[src/swed_pkg.sv]
// Shared types and constants for the side wall end detector.
// No dependencies.
package swed_pkg;

  localparam int unsigned DELTA_W = 13;
  localparam int unsigned SLOPE_W = 14;
  localparam int unsigned THR_W   = 12;
  localparam int unsigned DIST_W  = 32;
  localparam int unsigned CNT_W   = 2;
  localparam int unsigned CFG_IDX_W = 3;

  localparam logic [CNT_W-1:0] FALL_LIMIT = 2'd2;

  typedef enum logic [1:0] {
    OP_UPDATE = 2'd0,
    OP_CLEAR  = 2'd1,
    OP_INIT   = 2'd2,
    OP_SPARE  = 2'd3
  } op_t;

  typedef enum logic [CFG_IDX_W-1:0] {
    CFG_RIGHT_HIGH = 3'd0,
    CFG_RIGHT_LOW  = 3'd1,
    CFG_LEFT_HIGH  = 3'd2,
    CFG_LEFT_LOW   = 3'd3,
    CFG_FALL       = 3'd4
  } cfg_idx_t;

  typedef struct packed {
    logic              flag;
    logic [CNT_W-1:0]  cnt;
    logic              latched;
    logic [DIST_W-1:0] ldist;
  } side_state_t;

endpackage

[src/side_wall_end_detector_core.sv]
// Side wall end detector: input stage, per-side hysteresis/fall/latch logic, result register.
// Depends on swed_pkg.
//
// An item passes the input register, then the result register, where a result is held while
// out_ready is low. Throughput: one item per cycle while out_ready is high, limited by the
// combinational state update between the two registers. Reset (rst_n low, synchronous) clears
// all detector state, thresholds and both pipeline valid flags; cfg_ready is always high.
module side_wall_end_detector_core
  import swed_pkg::*;
(
  input  logic                        clk,
  input  logic                        rst_n,
  input  logic                        cfg_valid,
  output logic                        cfg_ready,
  input  logic [CFG_IDX_W-1:0]        cfg_index,
  input  logic [THR_W-1:0]            cfg_wdata,
  input  logic                        in_valid,
  output logic                        in_ready,
  input  logic [1:0]                  in_op,
  input  logic signed [DELTA_W-1:0]   in_right_delta,
  input  logic signed [DELTA_W-1:0]   in_left_delta,
  input  logic                        in_gate_on,
  input  logic signed [DIST_W-1:0]    in_travel_distance,
  output logic                        out_valid,
  input  logic                        out_ready,
  output logic                        out_right_present,
  output logic                        out_left_present,
  output logic                        out_right_end_found,
  output logic                        out_left_end_found,
  output logic signed [DIST_W-1:0]    out_right_end_distance,
  output logic signed [DIST_W-1:0]    out_left_end_distance,
  output logic signed [SLOPE_W-1:0]   out_right_slope,
  output logic signed [SLOPE_W-1:0]   out_left_slope,
  output logic                        out_end_event
);

  function automatic logic gt_thr(logic [DELTA_W-1:0] d, logic [THR_W-1:0] t);
    return $signed({d[DELTA_W-1], d}) > $signed({2'b00, t});
  endfunction

  function automatic logic lt_thr(logic [DELTA_W-1:0] d, logic [THR_W-1:0] t);
    return $signed({d[DELTA_W-1], d}) < $signed({2'b00, t});
  endfunction

  function automatic side_state_t side_step(
    logic [DELTA_W-1:0] d, logic [SLOPE_W-1:0] slope, logic [THR_W-1:0] hi,
    logic [THR_W-1:0] lo, logic [THR_W-1:0] fall, side_state_t cur, logic gate,
    logic [DIST_W-1:0] trip_dist);
    side_state_t      res;
    logic             now;
    logic             fall_hit;
    res = cur;
    now = cur.flag;
    if (cur.flag) begin
      if (lt_thr(d, lo)) now = 1'b0;
    end else if (gt_thr(d, hi)) begin
      now = 1'b1;
    end
    fall_hit = $signed({slope[SLOPE_W-1], slope}) < -$signed({3'b000, fall});
    res.cnt = (now && fall_hit) ? cur.cnt + 2'd1 : '0;
    if (res.cnt >= FALL_LIMIT) begin
      now     = 1'b0;
      res.cnt = '0;
    end
    if (cur.flag && !now && gate && !cur.latched) begin
      res.latched = 1'b1;
      res.ldist   = trip_dist;
    end
    res.flag = now;
    return res;
  endfunction

  logic [THR_W-1:0] right_high_r, right_low_r, left_high_r, left_low_r, fall_thr_r;

  logic                 s1_valid_r, s1_valid_nxt;
  op_t                  s1_op_r;
  logic [DELTA_W-1:0]   s1_rd_r, s1_ld_r;
  logic                 s1_gate_r;
  logic [DIST_W-1:0]    s1_dist_r;

  side_state_t          right_r, left_r, right_nxt, left_nxt;
  logic [DELTA_W-1:0]   right_prev_r, left_prev_r, right_prev_nxt, left_prev_nxt;
  logic                 primed_r, primed_nxt;
  logic [SLOPE_W-1:0]   right_slope_nxt, left_slope_nxt;

  logic                 out_valid_r, out_valid_nxt;
  logic                 advance, fire, in_xfer;

  side_state_t          right_cur, left_cur;
  logic [DELTA_W-1:0]   right_prev_cur, left_prev_cur;

  assign cfg_ready = 1'b1;
  assign advance   = !out_valid_r || out_ready;
  assign in_ready  = !s1_valid_r || advance;
  assign in_xfer   = in_valid && in_ready;
  assign fire      = s1_valid_r && advance;

  always_comb begin
    s1_valid_nxt = s1_valid_r;
    if (in_xfer) s1_valid_nxt = 1'b1;
    else if (advance) s1_valid_nxt = 1'b0;
    out_valid_nxt = out_valid_r;
    if (fire) out_valid_nxt = 1'b1;
    else if (out_ready) out_valid_nxt = 1'b0;
  end

  always_comb begin
    right_cur      = right_r;
    left_cur       = left_r;
    right_prev_cur = right_prev_r;
    left_prev_cur  = left_prev_r;
    if (!primed_r) begin
      right_cur      = '{flag: gt_thr(s1_rd_r, right_high_r), cnt: '0, latched: 1'b0,
                         ldist: '0};
      left_cur       = '{flag: gt_thr(s1_ld_r, left_high_r), cnt: '0, latched: 1'b0,
                         ldist: '0};
      right_prev_cur = s1_rd_r;
      left_prev_cur  = s1_ld_r;
    end
    right_slope_nxt = SLOPE_W'($signed(s1_rd_r)) - SLOPE_W'($signed(right_prev_cur));
    left_slope_nxt  = SLOPE_W'($signed(s1_ld_r)) - SLOPE_W'($signed(left_prev_cur));
    right_nxt = side_step(s1_rd_r, right_slope_nxt, right_high_r, right_low_r, fall_thr_r,
                          right_cur, s1_gate_r, s1_dist_r);
    left_nxt  = side_step(s1_ld_r, left_slope_nxt, left_high_r, left_low_r, fall_thr_r,
                          left_cur, s1_gate_r, s1_dist_r);
    right_prev_nxt = s1_rd_r;
    left_prev_nxt  = s1_ld_r;
    primed_nxt     = 1'b1;
    case (s1_op_r)
      OP_CLEAR: begin
        right_nxt       = '0;
        left_nxt        = '0;
        right_prev_nxt  = '0;
        left_prev_nxt   = '0;
        primed_nxt      = 1'b0;
        right_slope_nxt = '0;
        left_slope_nxt  = '0;
      end
      OP_INIT: begin
        right_nxt       = '{flag: gt_thr(s1_rd_r, right_high_r), cnt: '0, latched: 1'b0,
                            ldist: '0};
        left_nxt        = '{flag: gt_thr(s1_ld_r, left_high_r), cnt: '0, latched: 1'b0,
                            ldist: '0};
        right_slope_nxt = '0;
        left_slope_nxt  = '0;
      end
      default: begin
      end
    endcase
  end

  always_ff @(posedge clk) begin
    if (!rst_n) begin
      right_high_r <= '0;
      right_low_r  <= '0;
      left_high_r  <= '0;
      left_low_r   <= '0;
      fall_thr_r   <= '0;
    end else if (cfg_valid && cfg_ready) begin
      unique case (cfg_index)
        CFG_RIGHT_HIGH: right_high_r <= cfg_wdata;
        CFG_RIGHT_LOW:  right_low_r  <= cfg_wdata;
        CFG_LEFT_HIGH:  left_high_r  <= cfg_wdata;
        CFG_LEFT_LOW:   left_low_r   <= cfg_wdata;
        CFG_FALL:       fall_thr_r   <= cfg_wdata;
        default: begin
        end
      endcase
    end
  end

  always_ff @(posedge clk) begin
    if (!rst_n) begin
      s1_valid_r   <= 1'b0;
      out_valid_r  <= 1'b0;
      right_r      <= '0;
      left_r       <= '0;
      right_prev_r <= '0;
      left_prev_r  <= '0;
      primed_r     <= 1'b0;
    end else begin
      s1_valid_r  <= s1_valid_nxt;
      out_valid_r <= out_valid_nxt;
      if (fire) begin
        right_r      <= right_nxt;
        left_r       <= left_nxt;
        right_prev_r <= right_prev_nxt;
        left_prev_r  <= left_prev_nxt;
        primed_r     <= primed_nxt;
      end
    end
  end

  always_ff @(posedge clk) begin
    if (in_xfer) begin
      s1_op_r   <= op_t'(in_op);
      s1_rd_r   <= in_right_delta;
      s1_ld_r   <= in_left_delta;
      s1_gate_r <= in_gate_on;
      s1_dist_r <= in_travel_distance;
    end
    if (fire) begin
      out_right_present      <= right_nxt.flag;
      out_left_present       <= left_nxt.flag;
      out_right_end_found    <= right_nxt.latched;
      out_left_end_found     <= left_nxt.latched;
      out_right_end_distance <= right_nxt.ldist;
      out_left_end_distance  <= left_nxt.ldist;
      out_right_slope        <= right_slope_nxt;
      out_left_slope         <= left_slope_nxt;
      out_end_event          <= s1_gate_r && (right_nxt.latched || left_nxt.latched);
    end
  end

  assign out_valid = out_valid_r;

  a_right_cnt_bound: assert property (@(posedge clk) disable iff (!rst_n)
    right_r.cnt < FALL_LIMIT && left_r.cnt < FALL_LIMIT)
    else $error("fall count reached limit in stored state");

  a_event_needs_latch: assert property (@(posedge clk) disable iff (!rst_n)
    out_valid && out_end_event |-> out_right_end_found || out_left_end_found)
    else $error("end event without a latched wall end");

  a_latch_on_fall: assert property (@(posedge clk) disable iff (!rst_n)
    $rose(right_r.latched) |-> !right_r.flag)
    else $error("right end latched while wall flag still set");

  a_stage_drains: assert property (@(posedge clk) disable iff (!rst_n)
    fire |=> out_valid_r)
    else $error("processed item did not reach result register");

endmodule
[config.mk]
export PLATFORM = sky130hd
export DESIGN_NAME = side_wall_end_detector_core
export DESIGN_NICKNAME = d
export VERILOG_FILES = /design/src/swed_pkg.sv /design/src/side_wall_end_detector_core.sv
export SDC_FILE = /design/constraint.sdc
export NUM_CORES = 1
export LEC_CHECK = 0
export BUFFER_PORTS_ARGS = -buffer_cell sky130_fd_sc_hd__clkbuf_2
export CAP_MARGIN = 20
export CORE_ASPECT_RATIO = 0.6
export CORE_MARGIN = 8
export CORE_UTILIZATION = 45
export CTS_CLUSTER_SIZE = 28
export DETAILED_ROUTE_END_ITERATION = 10
export SYNTH_ARGS = -nofsm -noshare
export SYNTH_HDL_FRONTEND = slang
export SYNTH_SLANG_ARGS = --single-unit
export TNS_END_PERCENT = 20
[constraint.sdc]
create_clock -name clk -period 7.7 [get_ports clk]
set_input_delay 0.77 -clock clk [delete_from_list [all_inputs] [get_ports clk]]
set_output_delay 0.77 -clock clk [all_outputs]
set_load 0.1 [all_outputs]
=== Word-level counts from Yosys, hierarchy flattened ===
Cells that the tools add are included.

* Bits of input ports: 81
* Logic and storage cells: 107
* Register bits: 319

* Reduce and logical (&&, ||, !) cells: 29
* $add $sub $neg: 5
* Multiplexer cells: 27
* Order comparisons: 8
* Equality and inequality tests: 6

{| class="wikitable"
|+ Operators by type and width
! kind !! count
|-
| one-hot mux 36 bit (2 select lines) || 2
|-
| two-way mux 36 bit || 2
|-
| two-way mux 33 bit || 2
|-
| two-way mux 13 bit || 4
|-
| < comparator 14 x 15 -> 1 bit || 2
|-
| subtractor 13 x 13 -> 14 bit || 2
|-
| greater-than comparator 13 bit || 2
|-
| < comparator 13 bit || 2
|-
| negation 12 -> 15 bit || 1
|-
| two-way mux 1 bit || 13
|-
| logical AND 1 bit || 11
|-
| AND reduction 2 bit || 5
|-
| two-way mux 2 bit || 4
|-
| == test 3 x 2 -> 1 bit (second input constant) || 2
|-
| logical NOT 1 bit || 6
|-
| adder 2 x 1 -> 2 bit (second input constant) || 2
|-
| greater-or-equal comparator 2 bit (second input constant) || 2
|-
| nonzero test 2 bit || 2
|-
| == test 3 x 1 -> 1 bit (second input constant) || 1
|-
| == test 3 bit (second input constant) || 1
|-
| logical NOT 3 bit || 1
|-
| logical OR 1 bit || 3
|-
| == test 2 x 1 -> 1 bit (second input constant) || 1
|-
| == test 2 bit (second input constant) || 1
|-
| OR reduction 2 bit || 1
|}

=== Depth between registers and ports, before layout ===
Gate-level depths: netlist of run 1.

* Depth after elaboration: 15
* Mapped depth: 27
* Mapped depth without buffers: 21

=== Least setup slack after synthesis of run 1 ===
OpenSTA, ideal clock, no wires.

* Path type: register to register
* Start point: register primed_r
* End point: register out_left_end_distance[0] (data pin)
* Cell stages (with the launch flop): 26
* Library setup time: 0.267 ns
* Arrival time: 5.229 ns
* Period minus slack after synthesis: 5.495 ns
* Setup slack: 2.205 ns
* Data required time: 7.433 ns
* Path through: dfxtp_1 clkbuf_1 clkbuf_1 buf_1 nand2_1 o21ai_0 ha_1 inv_1 fa_1 a21o_1 a21oi_1 nand2b_1 a21oi_1 a41o_1 o41ai_1 xnor2_1 ha_1 a21o_1 a2111oi_2 a21oi_1 a311oi_2 a21oi_2 a221oi_2 buf_4 clkbuf_1 o21ai_0

{| class="wikitable"
|+ RTL lines
! item !! line !! text
|-
| start, declared || side_wall_end_detector_core.sv:83 || <nowiki>logic primed_r, primed_nxt;</nowiki>
|-
| start signal, assigned || side_wall_end_detector_core.sv:189 || <nowiki>primed_r <= primed_nxt;</nowiki>
|-
| end signal, assigned || side_wall_end_detector_core.sv:208 || <nowiki>out_left_end_distance <= left_nxt.ldist;</nowiki>
|-
| end, declared || side_wall_end_detector_core.sv:31 || <nowiki>output logic signed [DIST_W-1:0] out_left_end_distance,</nowiki>
|}

==> results of run 1 <==
==> worst max-delay path, stage by stage, from the launching register on <==
cell and delay, ns:
dfxtp_2 0.72, inv_1 0.32, a21boi_0 0.31, inv_1 0.10
fa_1 0.44, nor2b_1 0.12, o21ai_0 0.10, a21boi_0 0.26
o21ai_0 0.15, a2111oi_0 0.68, o21ai_0 0.19, a211oi_1 0.40
ha_1 0.32, o211ai_1 0.09, a21oi_1 0.09, a311o_1 0.35
a211oi_2 0.41, o211a_1 0.90, o21ai_0 0.21, a21oi_1 0.17
==> through the flow <==
stage                     util [%]  area, µm²
after global routing          52.5      17800
after detailed placement      49.4      16700
after global placement        49.4      16700
final                         52.5      17800
after floorplan                  -      15500
after CTS                     52.5      17800
==> cell usage in the layout (no fill, tap or decap), drive strengths merged, types with 9 or more instances in the layout <==
master / instances
clkbuf: 221
nand2: 220
dfxtp: 161
edfxtp: 158
ha: 105
o21ai: 96
a21boi: 88
nand3: 82
a21oi: 76
inv: 69
nor2: 40
a32o: 32
a22o: 32
and2: 29
mux2i: 26
nand3b: 26
a21o: 18
xnor2: 16
buf: 15
nor3: 15
nor2b: 12
xor2: 10
nand4: 9
o21a: 9
a31oi: 9
==> synth_stat cells, drive strengths merged (2+ instances only) <==
| library cell | instances | area, µm² |
|---|---|---|
| a2111oi | 2 | 23.8 |
| a211oi | 8 | 65.1 |
| a21boi | 88 | 661 |
| a21o | 18 | 135 |
| a21oi | 76 | 384 |
| a221oi | 3 | 38.8 |
| a22o | 32 | 280 |
| a31oi | 9 | 56.3 |
| a32o | 32 | 320 |
| and2 | 29 | 184 |
| and3 | 8 | 50.1 |
| and4 | 3 | 26.3 |
| buf | 27 | 190 |
| clkbuf | 60 | 225 |
| dfxtp | 161 | 3220 |
| edfxtp | 158 | 4740 |
| fa | 2 | 40.0 |
| ha | 105 | 1310 |
| inv | 68 | 255 |
| mux2i | 26 | 260 |
| nand2 | 220 | 826 |
| nand2b | 8 | 52.6 |
| nand3 | 82 | 410 |
| nand3b | 26 | 199 |
| nand4 | 9 | 56.3 |
| nor2 | 40 | 150 |
| nor2b | 12 | 75.1 |
| nor3 | 15 | 80.1 |
| nor3b | 3 | 27.5 |
| nor4 | 2 | 12.5 |
| o2111ai | 2 | 17.5 |
| o211a | 3 | 30.0 |
| o211ai | 6 | 50.1 |
| o21a | 9 | 67.6 |
| o21ai | 96 | 480 |
| o31ai | 7 | 71.3 |
| o41ai | 2 | 17.5 |
| or2 | 5 | 31.3 |
| or3 | 4 | 25.0 |
| xnor2 | 16 | 140 |
| xor2 | 10 | 87.6 |
==> metal layers <==
metal | wire (µm) | global-route usage, % | share of wire (%) | up-vias
met4 | 699 | 3.97 | 1.7 | 0
met2 | 17300 | 29.2 | 41 | 368
met5 | 0 | 0 | 0 | -
li1 | - | - | - | 5731
met1 | 21200 | 30.6 | 50 | 5688
met3 | 3030 | 4.33 | 7.2 | 51
==> final timing paths <==
| path | start | end | depth (start not counted) |
|---|---|---|---|
| hold reg to reg | right_low_r[5] | right_low_r[5] | 2 |
| hold / removal | in_left_delta[3] | s1_ld_r[3] | 1 |
| setup reg to reg | primed_r | out_right_end_distance[22] | 19 |
| setup / recovery | primed_r | out_right_end_distance[22] | 19 |
==> flip-flops by register name, indices dropped and copies added, names as in the netlist, 14 cells and up <==
signal	count
left_r	36
out_left_end_distance	32
out_left_slope	14
out_right_end_distance	32
out_right_slope	14
right_r	36
s1_dist_r	32
==> cells by family (layout without fill, tap and decap cells) <==
kind of cell / Yosys count / after routing / synth area share, %
and+or+nand+nor: 470 / 470 / 14.4
AOI/OAI and AO/OA: 403 / 403 / 18.0
DFF: 319 / 319 / 51.3
buffers and inverters: 155 / 319 / 4.32
adders and majority gates: 107 / 107 / 8.72
xor gates and xnor gates: 26 / 26 / 1.47
muxes: 26 / 26 / 1.68
other: 1 / 1 / 0.0242
==> power by group <==
group,internal (mW),total (mW),switching (mW)
Combinational,0.245,0.867,0.621
Sequential,1.86,1.92,0.0556
Clock,0.939,1.61,0.676
==> final cells by class <==
| class | count | area [µm²] | share of cell area (%) |
|---|---|---|---|
| clock buffers | 42 | 847 | 4.77 |
| clock inverters | 15 | 211 | 1.19 |
| inverters | 68 | 258 | 1.45 |
| multi-input cells | 1033 | 6910 | 38.9 |
| flip-flops and latches | 319 | 7970 | 44.8 |
| repair buffers | 194 | 1010 | 5.67 |
| well taps | 459 | 574 | 3.23 |
==> flow_summary.yaml, run 1 <==
synthesis:
  synth_edf_count: 158
  async_reset_ff_share_pct: 0
  ys_seq_elements: 319
  syn_area_mm2: 0.0155
  synth_cells: 1507
  ys_types: 76
  syn-num-nets: 1695
  synthFlopType: "dfxtp_1"
  yosys_warnings: 0
  syn_avg_cell_area_um2: 10.3
  yosysSeqAreaShare_pct: 51.3
die:
  die_w_um: 256
  boundaryPins: 181
  die-area_mm2: 0.0409
  core_mm2: 0.0338
  fp-row-count: 52
  start_util_pct: 45.9
  fp.dieH_um: 160
worst_setup_path:
  critPathMaxFanout: 32
  start_kind: "flop"
  required_ns: 8.13
  critPathCaptureType: "flop"
  rrSetupSlack_ns: 1.20
  critPathKind: "reg -> reg"
  worst_ep_arrival_time_ns: 6.93
global_route:
  antenna_found_initial: 1
  grt_max_degree: 104
  grtUsageTotal_pct: 20.2
  overflow: 0
  grt_pass1_wl_um: 67500
  grt_pass1_vias: 11600
clock_tree:
  cts_hold_buf: 0
  cts_tree: "yes"
  cts_buffers: 31
  clock_latency_ns: 0.58
  cts_root_buf: "clkbuf_16"
  h-tree-depth: 1
  cts.repair.resized: 0
  post_cts_buffers: 0
  cts_buffer_depth: 3
  cts_num_sinks: 319
  cts.clk_slew.worst_paths_ns: 0.07
layout:
  nets: 1835
  drive_gt1_share_pct: 16.2
  fillers: 3119
  final_cells: 2130
  syn_to_final_growth_pct: 14.5
  antenna_cells: 0
drt:
  wl_per_cell_um: 19.8
  drt_iter0_markers: 889
  dr_total_vias: 11800
  drtPass1Iterations: 5
  drt-total-wl_um: 42200
  remaining_drc_errors: 0
  avgViaCountPerCell: 5.56
  ant_nets: 0
placed_design:
  hpwlAfterDp_um: 28900
  place_ws_ns: 1.21
  dp.cells: 2073
  globalplace.congestion: 0.867
  portBuffers: 179
power_and_ir_drop:
  power.density_mw_per_mm2: 247
  power.leakage_nw: 6.57
  total_power_mw: 4.40
  peakVddDrop_mv: 0.164
sta:
  fin_crit_sh_pct: 84.4
  setup_viol: 0
  finalHoldViolations: 0
  min_period_ns: 6.50
  worstMarginPinSlew_ns: 1.09
  skew_ns: 0.0193
  drv_slew: 0
  setup_tns_ns: 0
  hold_ws_ns: 0.366
  relSlewSlack_pct: 27.4
  rsz0062_at_grt: "false"
  fin_ws_ns: 1.20
  fmax_ghz: 0.154
job:
  drv_cap: 0
run_status:
  status: "completed"
worst_hold_path:
  worstHoldPathType: "in -> reg"
(Power assumes the default switching activity.)
==> run 2: changes to the inputs <==
--- a/config.mk
+++ b/config.mk
@@ -5,6 +5,7 @@
 export SDC_FILE = /design/constraint.sdc
 export NUM_CORES = 1
 export LEC_CHECK = 0
+export ABC_AREA = 1
 export BUFFER_PORTS_ARGS = -buffer_cell sky130_fd_sc_hd__clkbuf_2
 export CAP_MARGIN = 20
 export CORE_ASPECT_RATIO = 0.6
==> constraint.sdc (replaced) <==
create_clock -name clk -period 6.2 [get_ports clk]
set_input_delay 0.62 -clock clk [delete_from_list [all_inputs] [get_ports clk]]
set_output_delay 0.62 -clock clk [all_outputs]
set_load 0.1 [all_outputs]
==> flow_summary.yaml, run 2 <==
drt:
  drt_iter0_markers: 1069
  drtPass1Iterations: 6
  drt-total-wl_um: 45400
  ant_nets: 0
  remaining_drc_errors: 0
  dr_total_vias: 13300
  avgViaCountPerCell: 5.28
  wl_per_cell_um: 18.0
die:
  fp.dieH_um: 165
  core_mm2: 0.0363
  die_w_um: 264
  fp-row-count: 54
  start_util_pct: 45.6
  boundaryPins: 181
  die-area_mm2: 0.0434
synthesis:
  ys_types: 49
  synth_xor_area_share_pct: 1.32
  syn_area_mm2: 0.0166
  syn_avg_cell_area_um2: 8.76
  ys_seq_elements: 319
  syn-num-nets: 2077
  ys_top_cells_by_count: "320 x inv_1, 271 x nand2_1, 173 x o21ai_0"
  synth_cells: 1889
  synth_top_area_share_pct: 28.7
  synth_edf_count: 158
  yosysSeqAreaShare_pct: 48.1
  synth_mux_area_share_pct: 0
  yosys_warnings: 0
  synth_compound_area_share_pct: 13.4
  synth-simple-area-share_pct: 17.9
  synthFlopType: "dfxtp_1"
  yosys.area.top_type: "edfxtp_1"
  synth_top_family_by_area: "simple AND/OR/NAND/NOR gates"
  synth_area_leaders: "edfxtp_1 29%, dfxtp_1 19%, ha_1 7.9%"
  yosysMostFrequentCell: "inv_1"
  synthAdderAreaFrac_pct: 8.18
  async_reset_ff_share_pct: 0
worst_setup_path:
  start_kind: "flop"
  critPathKind: "reg -> reg"
  critPathMaxStageDelay_ns: 0.57
  critPathCaptureType: "flop"
  required_ns: 6.47
  critPathMaxFanout: 42
  crit_slowest_cell: "dfxtp_4"
  worst_ep_arrival_time_ns: 5.72
clock_tree:
  cts.repair.resized: 0
  cts_buffers: 34
  cts_root_buf: "clkbuf_16"
  clock_latency_ns: 0.53
  cts_tree: "yes"
  cts_num_sinks: 319
  h-tree-depth: 2
  cts_hold_buf: 0
  cts.clk_slew.worst_paths_ns: 0.06
  post_cts_buffers: 0
  cts_buffer_depth: 3
power_and_ir_drop:
  power.density_mw_per_mm2: 310
  peakVddDrop_mv: 0.268
  power.leakage_nw: 8.45
  total_power_mw: 5.80
layout:
  final_cells: 2520
  syn_to_final_growth_pct: 13.1
  nets: 2206
  layout_common_cells: "319 x inv_1, 271 x nand2_1, 178 x clkbuf_2"
  multi_input_area_mm2: 0.00678
  final_common_cell: "inv_1"
  fin_area_mm2: 0.0187
  drive_gt1_share_pct: 18.2
  ff_latch_area_mm2: 0.00797
  top_regs: "left_r (36), right_r (36)"
  fillers: 3334
sta:
  fin_crit_sh_pct: 87.9
  min_period_ns: 5.45
  hold_ws_ns: 0.266
  worstMarginPinSlew_ns: 1.12
  skew_ns: 0.0180
  setup_tns_ns: 0
  relSlewSlack_pct: 25.0
  rsz0062_at_grt: "false"
  finalHoldViolations: 0
  setup_viol: 0
  fmax_ghz: 0.184
  drv_slew: 0
placed_design:
  dp.cells: 2457
  portBuffers: 179
  placed_area_mm2: 0.0176
  globalplace.congestion: 0.879
  hpwlAfterDp_um: 31500
global_route:
  grt_max_degree: 169
  grtUsageTotal_pct: 20.3
  grt_pass1_wl_um: 70700
  antenna_found_initial: 1
  grt_pass1_vias: 12600
  overflow: 0
run_status:
  status: "completed"
job:
  drv_cap: 0
worst_hold_path:
  worstHoldPathType: "in -> reg"
[run 2: cell families after synthesis]
| logic type | after synthesis |
|---|---|
| flops | 319 |
| buf+inv | 426 |
| fa+ha+maj | 107 |
| compound gates | 406 |
| other cells | 1 |
| simple gates | 605 |
| xor+xnor | 25 |
[run 2: power by group]
group	leakage (nW)	switching, mW	internal (mW)	total (mW)
sequential	2.81	0.0734	2.35	2.43
clock	0.549	0.860	1.19	2.05
combinational	5.09	0.973	0.351	1.32
[run 2: final timing paths]
kind,from,to,slack (ns),depth (start not counted)
setup / recovery,primed_r,out_left_end_distance[26],0.75,28
hold / removal,in_travel_distance[8],s1_dist_r[8],0.27,1
setup reg to reg,primed_r,out_left_end_distance[26],0.75,28
hold reg to reg,right_r[34],right_r[34],0.46,2
[run 2: layout make-up]
type	count	share of cell area [%]
Antenna cell	1	0.0134
Timing Repair Buffer	193	5.45
Sequential cell	319	42.6
Inverter	326	6.58
Clock buffer	51	5.44
Clock inverter	10	0.495
Multi-Input combinational cell	1144	36.2
Tap cell	476	3.18
[run 2: worst max-delay path, delay by kind of cell, from the launching register on]
kind	cells	cell delay (ns)
buf+inv	4	0.58
compound gates	8	1.16
flops	1	0.57
xor+xnor	1	0.31
simple gates	12	1.67
fa+ha+maj	3	0.86
[run 2: metal layers]
metal / GRT usage (%) / vias up / routed length (µm)
met5: 0 / - / 0
met4: 5.26 / 0 / 971
met3: 4.77 / 62 / 3950
met2: 29.5 / 487 / 18700
met1: 29.9 / 6202 / 21800
li1: - / 6550 / -
[run 2: stage by stage]
stage	setup WS [ns]	util, %
finish	0.753	51.6
global route	0.333	51.6
CTS	0.799	51.5
detailed placement	0.796	48.4
global placement	0.836	48.4
floorplan	1.26	-
